$ cat src/rtl/core/cmap4_pkg.sv
// ----------------------------------------------------------------------------
// cmap4_pkg
// shared constants, codes and types of the cmap format 4 glyph lookup core
// ----------------------------------------------------------------------------
package cmap4_pkg;

   // store depths
   localparam int MAX_SEGMENTS      = 256;
   localparam int GLYPH_ARRAY_DEPTH = 4096;

   // derived widths
   localparam int SEG_IDX_W = (MAX_SEGMENTS > 1) ? $clog2(MAX_SEGMENTS) : 1;
   localparam int SEG_CNT_W = SEG_IDX_W + 1;
   localparam int ARR_IDX_W = (GLYPH_ARRAY_DEPTH > 1) ? $clog2(GLYPH_ARRAY_DEPTH) : 1;

   // fixed field widths
   localparam int CODE_W       = 16;
   localparam int CODEPOINT_W  = 21;
   localparam int SEG_COUNT_W  = 9;
   localparam int ARR_COUNT_W  = 13;
   localparam int CSR_DATA_W   = 13;
   localparam int CSR_INDEX_W  = 1;
   // signed glyph array index: ro/2 + (code - start) - (count - mid)
   localparam int IDX_W        = 18;

   // item op codes
   localparam logic [1:0] OP_WRITE_SEG  = 2'd0;
   localparam logic [1:0] OP_WRITE_WORD = 2'd1;
   localparam logic [1:0] OP_LOOKUP     = 2'd2;

   // register indexes
   localparam logic [CSR_INDEX_W-1:0] CSR_SEGMENT_COUNT     = 1'd0;
   localparam logic [CSR_INDEX_W-1:0] CSR_GLYPH_ARRAY_COUNT = 1'd1;

   typedef struct packed {
      logic [CODE_W-1:0] end_code;
      logic [CODE_W-1:0] start_code;
      logic [CODE_W-1:0] id_delta;
      logic [CODE_W-1:0] range_offset;
   } seg_entry_type;

   // read requests from the lookup sequencer to the two memories
   typedef struct packed {
      logic                 seg_rd_en;
      logic [SEG_IDX_W-1:0] seg_rd_addr;
      logic                 arr_rd_en;
      logic [ARR_IDX_W-1:0] arr_rd_addr;
   } mem_rd_req_type;

endpackage

$ cat src/rtl/core/cmap4_ctrl.sv
// ----------------------------------------------------------------------------
// cmap4_ctrl
// lookup sequencer: binary search over the segment ram, glyph array fetch
// ----------------------------------------------------------------------------
module cmap4_ctrl (
   input  logic                                   clock,
   input  logic                                   reset,
   input  logic                                   lookup_go,
   input  logic [cmap4_pkg::CODEPOINT_W-1:0]      codepoint,
   input  logic [cmap4_pkg::SEG_COUNT_W-1:0]      seg_count,
   input  logic [cmap4_pkg::ARR_COUNT_W-1:0]      arr_count,
   input  cmap4_pkg::seg_entry_type               seg_rd_data,
   input  logic [cmap4_pkg::CODE_W-1:0]           arr_rd_data,
   output cmap4_pkg::mem_rd_req_type              rd_req,
   output logic                                   busy,
   output logic                                   rsp_valid,
   output logic [cmap4_pkg::CODE_W-1:0]           rsp_glyph_id
);

   localparam int SEG_IDX_W = cmap4_pkg::SEG_IDX_W;
   localparam int SEG_CNT_W = cmap4_pkg::SEG_CNT_W;
   localparam int ARR_IDX_W = cmap4_pkg::ARR_IDX_W;
   localparam int CODE_W    = cmap4_pkg::CODE_W;
   localparam int IDX_W     = cmap4_pkg::IDX_W;

   localparam logic [1:0] ST_IDLE   = 2'd0;
   localparam logic [1:0] ST_SEARCH = 2'd1;
   localparam logic [1:0] ST_CALC   = 2'd2;
   localparam logic [1:0] ST_FETCH  = 2'd3;

   logic [1:0]           state_ff, state_in;
   logic [SEG_CNT_W-1:0] lo_ff, lo_in;
   logic [SEG_IDX_W-1:0] hi_ff, hi_in;
   logic [SEG_IDX_W-1:0] mid_ff, mid_in;
   logic [CODE_W-1:0]    code_ff, code_in;
   logic [CODE_W-1:0]    start_ff, start_in;
   logic [CODE_W-1:0]    delta_ff, delta_in;
   logic [CODE_W-1:0]    ro_ff, ro_in;
   logic                 rsp_valid_ff, rsp_valid_in;
   logic [CODE_W-1:0]    rsp_glyph_ff, rsp_glyph_in;

   logic [SEG_CNT_W-1:0] cnt_eff;
   logic [SEG_IDX_W-1:0] init_hi;
   logic                 early_zero;
   logic                 go_up;
   logic                 go_down;
   logic                 found;
   logic [SEG_CNT_W-1:0] lo_nx;
   logic [SEG_IDX_W-1:0] hi_nx;
   logic                 empty;
   logic [SEG_CNT_W-1:0] mid_sum;
   logic [IDX_W-1:0]     arr_idx;
   logic                 idx_ok;

   // segment count clamped to the store depth
   always_comb begin
      if (32'(seg_count) > 32'(cmap4_pkg::MAX_SEGMENTS)) begin
         cnt_eff = SEG_CNT_W'(cmap4_pkg::MAX_SEGMENTS);
      end else begin
         cnt_eff = SEG_CNT_W'(seg_count);
      end
   end

   assign init_hi    = SEG_IDX_W'(cnt_eff - SEG_CNT_W'(1));
   assign early_zero = (|codepoint[cmap4_pkg::CODEPOINT_W-1:CODE_W]) || (cnt_eff == '0);

   // one probe step on the entry read in the previous cycle
   assign go_up   = code_ff > seg_rd_data.end_code;
   assign go_down = !go_up && (mid_ff != '0) && (code_ff < seg_rd_data.start_code);
   assign found   = !go_up && !go_down;
   assign lo_nx   = go_up ? (SEG_CNT_W'(mid_ff) + SEG_CNT_W'(1)) : lo_ff;
   assign hi_nx   = go_down ? (mid_ff - SEG_IDX_W'(1)) : hi_ff;
   assign empty   = lo_nx > SEG_CNT_W'(hi_nx);
   assign mid_sum = lo_nx + SEG_CNT_W'(hi_nx);

   // glyph array index, code is known to be at or above start here
   assign arr_idx = IDX_W'(ro_ff[CODE_W-1:1]) + IDX_W'(code_ff - start_ff)
                  - IDX_W'(cnt_eff) + IDX_W'(mid_ff);
   assign idx_ok  = !arr_idx[IDX_W-1]
                  && (arr_idx < IDX_W'(arr_count))
                  && (32'(arr_idx) < 32'(cmap4_pkg::GLYPH_ARRAY_DEPTH));

   always_comb begin
      state_in     = state_ff;
      lo_in        = lo_ff;
      hi_in        = hi_ff;
      mid_in       = mid_ff;
      code_in      = code_ff;
      start_in     = start_ff;
      delta_in     = delta_ff;
      ro_in        = ro_ff;
      rsp_valid_in = 1'b0;
      rsp_glyph_in = rsp_glyph_ff;
      rd_req       = '0;
      case (state_ff)
         ST_IDLE: begin
            if (lookup_go) begin
               code_in = codepoint[CODE_W-1:0];
               if (early_zero) begin
                  rsp_valid_in = 1'b1;
                  rsp_glyph_in = '0;
               end else begin
                  lo_in              = '0;
                  hi_in              = init_hi;
                  mid_in             = init_hi >> 1;
                  rd_req.seg_rd_en   = 1'b1;
                  rd_req.seg_rd_addr = init_hi >> 1;
                  state_in           = ST_SEARCH;
               end
            end
         end
         ST_SEARCH: begin
            if (found) begin
               start_in = seg_rd_data.start_code;
               delta_in = seg_rd_data.id_delta;
               ro_in    = seg_rd_data.range_offset;
               if (code_ff < seg_rd_data.start_code) begin
                  rsp_valid_in = 1'b1;
                  rsp_glyph_in = '0;
                  state_in     = ST_IDLE;
               end else if (seg_rd_data.range_offset == '0) begin
                  rsp_valid_in = 1'b1;
                  rsp_glyph_in = code_ff + seg_rd_data.id_delta;
                  state_in     = ST_IDLE;
               end else begin
                  state_in = ST_CALC;
               end
            end else if (empty) begin
               rsp_valid_in = 1'b1;
               rsp_glyph_in = '0;
               state_in     = ST_IDLE;
            end else begin
               lo_in              = lo_nx;
               hi_in              = hi_nx;
               mid_in             = mid_sum[SEG_CNT_W-1:1];
               rd_req.seg_rd_en   = 1'b1;
               rd_req.seg_rd_addr = mid_sum[SEG_CNT_W-1:1];
            end
         end
         ST_CALC: begin
            if (idx_ok) begin
               rd_req.arr_rd_en   = 1'b1;
               rd_req.arr_rd_addr = arr_idx[ARR_IDX_W-1:0];
               state_in           = ST_FETCH;
            end else begin
               rsp_valid_in = 1'b1;
               rsp_glyph_in = '0;
               state_in     = ST_IDLE;
            end
         end
         ST_FETCH: begin
            rsp_valid_in = 1'b1;
            rsp_glyph_in = (arr_rd_data == '0) ? '0 : (arr_rd_data + delta_ff);
            state_in     = ST_IDLE;
         end
         default: begin
            state_in = ST_IDLE;
         end
      endcase
   end

   always_ff @(posedge clock) begin
      if (reset) begin
         state_ff     <= ST_IDLE;
         rsp_valid_ff <= 1'b0;
      end else begin
         state_ff     <= state_in;
         rsp_valid_ff <= rsp_valid_in;
      end
   end

   always_ff @(posedge clock) begin
      lo_ff        <= lo_in;
      hi_ff        <= hi_in;
      mid_ff       <= mid_in;
      code_ff      <= code_in;
      start_ff     <= start_in;
      delta_ff     <= delta_in;
      ro_ff        <= ro_in;
      rsp_glyph_ff <= rsp_glyph_in;
   end

   assign busy         = state_ff != ST_IDLE;
   assign rsp_valid    = rsp_valid_ff;
   assign rsp_glyph_id = rsp_glyph_ff;

endmodule

$ cat config.mk
export PLATFORM = sky130hd
export DESIGN_NAME = cmap4_ctrl
export DESIGN_NICKNAME = d
export VERILOG_FILES = /design/src/rtl/core/cmap4_pkg.sv /design/src/rtl/core/cmap4_ctrl.sv
export SDC_FILE = /design/constraint.sdc
export NUM_CORES = 1
export LEC_CHECK = 0
export ABC_AREA = 1
export BUFFER_PORTS_ARGS = -buffer_cell sky130_fd_sc_hd__buf_2
export CAP_MARGIN = 0
export CELL_PAD_IN_SITES_DETAIL_PLACEMENT = 1
export CELL_PAD_IN_SITES_GLOBAL_PLACEMENT = 1
export CORE_UTILIZATION = 34
export DETAILED_ROUTE_END_ITERATION = 12
export PLACE_DENSITY = 0.73
export SLEW_MARGIN = 5
export SYNTH_ARGS = -nofsm -noshare
export SYNTH_HDL_FRONTEND = slang
export SYNTH_SLANG_ARGS = --single-unit
$ cat constraint.sdc
create_clock -name clock -period 9.4 [get_ports clock]
set_input_delay 0.94 -clock clock [delete_from_list [all_inputs] [get_ports clock]]
set_output_delay 0.94 -clock clock [all_outputs]
set_load 0.05 [all_outputs]
# --- After elaboration in Yosys (flattened, before gate mapping) ---
# Index checks and enable logic that the tools add are counted.
word_totals:
  regBits: 108
  latchBits: 0
  ramBits: 0
  rom_bits: 0
  input_bits: 126
  elab_cells: 109
  mem_count: 0
classes:
  n_addsub: 10
  mul: 0
  n_div: 0
  magnitude_cmp: 6
  eq_ne: 11
  shifts: 0
  muxes: 50
  bitwise: 0
  reduce_logical: 22
ops:
  columns: ["operator", "count"]
  rows:
  - ["two-way mux 16 bit", 8]
  - ["two-way mux 9 bit", 10]
  - ["two-way mux 8 bit", 9]
  - ["one-hot mux 16 bit (4 select lines)", 1]
  - ["one-hot mux 9 bit (2 select lines)", 2]
  - ["adder 16 bit", 2]
  - ["zero test 16 bit", 2]
  - ["one-hot mux 8 bit (2 select lines)", 2]
  - ["two-way mux 13 bit", 2]
  - ["adder 16 x 17 -> 18 bit", 1]
  - ["adder 18 x 8 -> 18 bit", 1]
  - ["less-than comparator 18 x 13 -> 1 bit", 1]
  - ["less-than comparator 18 x 13 -> 1 bit (second input constant)", 1]
  - ["subtractor 18 x 9 -> 18 bit", 1]
  - ["subtractor 16 x 16 -> 17 bit", 1]
  - ["greater-than comparator 16 bit", 1]
  - ["less-than comparator 16 bit", 1]
  - ["subtractor 8 x 1 -> 8 bit (second input constant)", 2]
  - ["two-way mux 2 bit", 7]
  - ["!= test 2 bit (second input constant)", 6]
  - ["AND reduction 5 bit", 2]
  - ["adder 8 x 1 -> 9 bit (second input constant)", 1]
  - ["adder 9 x 8 -> 9 bit", 1]
  - ["greater-than comparator 9 x 8 -> 1 bit", 1]
  - ["18 further kinds", 33]

# --- Longest topological paths before layout ---
logic_depth:
  depth_word: 9
  ltp_mapped: 35

# --- Worst setup path after synthesis ---
# Ideal clock, no wire load.
synth_path:
  path_type: "input port to output port"
  from: "input port seg_count[7] in the netlist's numbering"
  to: "output port rd_req[3] in the netlist's numbering"
  t_arrival_ps: 5617
  t_required_ps: 8460
  path_slack_ps: 2843
  stages: 27
  n_path_buf: 0
  cell_sequence: "inv_1 > nand4_1 > nor2_1 > nor2_2 > nor2_2 > inv_1 > fa_1 > inv_1 > fa_1 > fa_1 > inv_1 > nand3_1 > nand2_1 > nand2_1 > nand2_1 > xor2_1 > ha_1 > a21o_1 > nor2_1 > nand3_1 > nand2_1 > nand2_1 > nand2_1 > nand2_1 > nor2_2 > nand4_4 > nor3_1"
synth_lines:
  columns: ["item", "line", "rtl"]
  rows:
  - ["from (decl)", "cmap4_ctrl.sv:10", "input logic [cmap4_pkg::SEG_COUNT_W-1:0] seg_count,"]
  - ["to (decl)", "cmap4_ctrl.sv:14", "output cmap4_pkg::mem_rd_req_type rd_req,"]

==> summary.md <==
| Metric | Value |
|---|---|
| Total negative slack for setup checks | 0 ns |
| Final critical path time including I/O delays and setup | 6.69 ns |
| Final Power | 1740 uW |
| Synthesized Nets | 1542 |
| Biggest cell delay along the critical path | 0.53 ns |
| Commonest cells in the netlist | sky130_fd_sc_hd__nand2_1 (267), sky130_fd_sc_hd__inv_1 (247), sky130_fd_sc_hd__ha_1 (142), sky130_fd_sc_hd__edfxtp_1 (104), sky130_fd_sc_hd__a21oi_1 (89) |
| Hold crit path type | reg -> reg |
| Violation count after the first detailed-route iteration | 373 |
| Hold path depth | 2 |
| CP bufs+invs | 6 |
| # port buffers | 165 |
| Cell area after synthesis | 10000 sq um |
| CTS Hold Bufs | 0 |
| H-tree level count | 3 |
| Global routing usage summed across all routing layers | 20.2% |
| Number of buffers on the longest clock path | 2 |
| Most common cell in the netlist | sky130_fd_sc_hd__nand2_1 |
| Sequential power share | 31.8% |
| # resized after CTS | 0 |
| Cell at the slowest stage of the critical path | sky130_fd_sc_hd__fa_1 |
| Post CTS Setup Buffer Count | 0 |
| Critical-path maximum fanout | 16 |
| Die W | 174 microns |
| Proportion of netlist area held by the largest area contributor | 31.1% |
| Total internal power | 1030 uW |
| Die Outline Area | 30200 sq um |
| Setup repair after global routing missed its margin | no |
| Slew at the pin closest to its max-slew limit | 1.18 ns |
| Setup slack at placement | 2.73 ns |
| Fraction of final layout cells sized beyond drive strength 1 | 16.5% |
| Number of iterations in the first detailed-routing pass | 4 |
| Critical path class | in -> out |
| Count of pins over their slew limit | 0 |
| Largest area contributor in the netlist | sky130_fd_sc_hd__edfxtp_1 |
| Wire length on met2 | 15.3 mm |
| Sink of the worst hold path | lo_ff[8] |
| DRC | 0 |
| EDFF count, synth | 104 |
| Data required, critical path | 8.46 ns |
| Cell with the most instances on the worst path | sky130_fd_sc_hd__nand2_1 |
| Post-Route Skew | 0.0175 ns |
| Final antenna-violating net count | 0 |
| Via count of the first global-routing pass | 9135 |
| Die Ht | 174 microns |
| Worst-path clk slew | 0.07 ns |
| Area overhead of the layout relative to synthesis | 15.9% |
| Area contributors post-synth | sky130_fd_sc_hd__edfxtp_1 (31%), sky130_fd_sc_hd__ha_1 (18%), sky130_fd_sc_hd__nand2_1 (10%) |
| CP arrival | 5.75 ns |
| Portion of total power attributed to combinational logic | 44.6% |
| Routed met1 length | 13.6 mm |
| Worst VDD drop | 0.0933 mV |
| I/O pins | 166 |
| Clock group share of total power | 23.6% |
| Library cells used by synthesis | 52 |
| Final Wtd Congestion | 0.872 |
| PD cells | 149 nW/um^2 |
| Inserted Clock Buffers | 9 |
| CP delay by family, top | simple AND/OR/NAND/NOR gates |
| Most frequently used flop master after synthesis | sky130_fd_sc_hd__edfxtp_1 |
| Top sig layer | met4 |
| Number of clock sinks | 107 |
| Maximum frequency from static timing analysis | 0.150 GHz |
| Global-route wire length before repair | 47.4 mm |
| Overflow left after global routing | 0 |
| Outcome | finished, final reports clean |
| Slew margin rel. | 21.4% |
| Worst Setup End Kind | primary output |
| Via/cell ratio | 4.85 |
| Largest net degree at the start of global routing | 37 |
| Worst-Skew Late Latency | 0.38 ns |
| Net switching power figure | 712 uW |
| Synth Area per Inst | 8.01 sq um |
| Setup slack of the most critical reg-to-reg path | 3.82 ns |
| Final worst path period share | 71.1% |
| Initial antenna violation count | 4 |
| Total of flip-flops plus latches after synthesis | 107 |
| Async set-or-reset flop fraction in the synthesized netlist | 0% |
| Total Wirelength | 30.3 mm |
| Final setup violation count | 0 |
| Effective utilization at floorplan | 34.8% |
| Wirelength per Cell | 16.7 microns |
| Area of the placeable core | 28900 sq um |
| Synthesis Warnings | 0 |
| Clock tree root buffer cell | sky130_fd_sc_hd__clkbuf_16 |
| Launching point of the worst reg2reg path | code_ff[0] |
| Fin worst setup slack | 2.71 ns |
| Detailed-route via count | 8809 |
| DR WL met3 | 934 microns |
| Dpl hpwl | 25.3 mm |
| Number of maximum-capacitance constraint violations | 0 |
| TritonCTS clock tree | built |
| Post-synthesis sequential area ratio | 31.7% |
| Kind of launch point of the worst setup path | input pin |
| FP Rows | 62 |
| Worst r2r path cells | 29 |
| Critical R2R Capture | rsp_glyph_id[12] |
| Hold Path Origin | lo_ff[8] |
| Total number of nets in the final design | 1713 |
| Hold Vio Cnt, Final | 0 |
| Static leakage | 0.00595 uW |
| Gate count after technology mapping | 1253 |
| Switching power as a share of total power | 41.0% |
==> power groups by stage <==
stage	sequential (uW)	combinational (uW)	clock, uW
3_5_place_dp	563	782	0
3_3_place_gp	563	750	0
4_1_cts	552	787	416
2_1_floorplan	579	550	0
5_1_grt	554	890	425
6_report	552	775	410
==> area by class of cell <==
| cell class | instances | area (sq um) |
|---|---|---|
| Antenna cell | 3 | 7.51 |
| Clock inverter | 6 | 72.6 |
| Sequential cell | 107 | 3180 |
| Inverter | 252 | 946 |
| Clock buffer | 9 | 225 |
| Fill cell | 3596 | 17200 |
| Multi-Input combinational cell | 885 | 5850 |
| Tap cell | 384 | 480 |
| Timing Repair Buffer | 169 | 856 |
==> sequential cells by signal, summed over array words and instances, names as in the netlist <==
name,cells
code_ff,16
delta_ff,16
rsp_glyph_id,16
start_ff,16
ro_ff,15
lo_ff,9
hi_ff,8
mid_ff,8
state_ff,2
rsp_valid,1
==> worst reg2reg max path, delay by kind of cell, from the launching register on <==
family / cells / cell delay [ns]
AND/OR/NAND/NOR: 16 / 1.78
AO/OA/AOI/OAI: 2 / 0.38
adder cells (fa/ha/maj): 6 / 1.94
buffers and inverters: 3 / 0.38
XOR/XNOR: 2 / 0.40
flip-flops: 1 / 0.42
==> stage by stage <==
step | instances | utilization (%) | hold slack (ns) | cell area (sq um)
finish | 1815 | 40.3 | 0.638 | 11600
global route | 1814 | 40.3 | 0.690 | 11600
CTS | 1812 | 40.2 | 0.640 | 11600
detailed placement | 1797 | 39.2 | 0.621 | 11300
global placement | 1797 | 39.2 | 0.614 | 11300
floorplan | 1253 | - | 0.590 | 10000
==> how the worst max path moves through the flow <==
stage,from,to,slack [ns],cells past startpoint
6_report,seg_count[7],rd_req[3],2.71,29
5_1_grt,code_ff[7],rd_req[3],2.33,27
4_1_cts,code_ff[0],rd_req[3],2.69,30
3_5_place_dp,seg_count[7],rd_req[3],2.73,29
3_3_place_gp,seg_count[0],rd_req[3],2.87,29
2_1_floorplan,seg_count[7],rd_req[3],2.84,27
==> placed cells by master, fill, tap and decap left out, types with 5 or more instances in the layout <==
master                      Yosys  routed
sky130_fd_sc_hd__or2_2          5       5
sky130_fd_sc_hd__nand2_2        7       7
sky130_fd_sc_hd__inv_1        247     247
sky130_fd_sc_hd__xnor2_1       14      14
sky130_fd_sc_hd__xor2_1        42      42
sky130_fd_sc_hd__nor3_1        12      12
sky130_fd_sc_hd__nand4_1       14      14
sky130_fd_sc_hd__a21oi_1       89      89
sky130_fd_sc_hd__edfxtp_1     104     104
sky130_fd_sc_hd__ha_1         142     142
sky130_fd_sc_hd__o21ai_0       48      48
sky130_fd_sc_hd__buf_2          1     165
sky130_fd_sc_hd__nand3_1       44      44
sky130_fd_sc_hd__clkbuf_16      0       9
sky130_fd_sc_hd__a31oi_1        5       5
sky130_fd_sc_hd__o22ai_1        7       7
sky130_fd_sc_hd__o21ai_1       15      15
sky130_fd_sc_hd__nand2_1      267     267
sky130_fd_sc_hd__nor4_1         9       9
sky130_fd_sc_hd__fa_1          21      21
sky130_fd_sc_hd__nor2_1        78      77
sky130_fd_sc_hd__nor2_2        19      19
==> metal layers <==
metal | GRT usage (%) | vias up
met5 | 0 | -
met4 | 5.92 | 0
met3 | 3.29 | 28
met2 | 36.1 | 107
met1 | 24.8 | 4218
li1 | - | 4456
==> logic make-up after synthesis <==
| family | synth area share (%) |
|---|---|
| and+or+nand+nor | 20.7 |
| AOI/OAI and AO/OA | 10.7 |
| DFF | 31.7 |
| buffers and inverters | 10.0 |
| adders and majority gates | 21.9 |
| xor gates and xnor gates | 4.89 |
No activity file was read; power rests on OpenSTA's default activity.
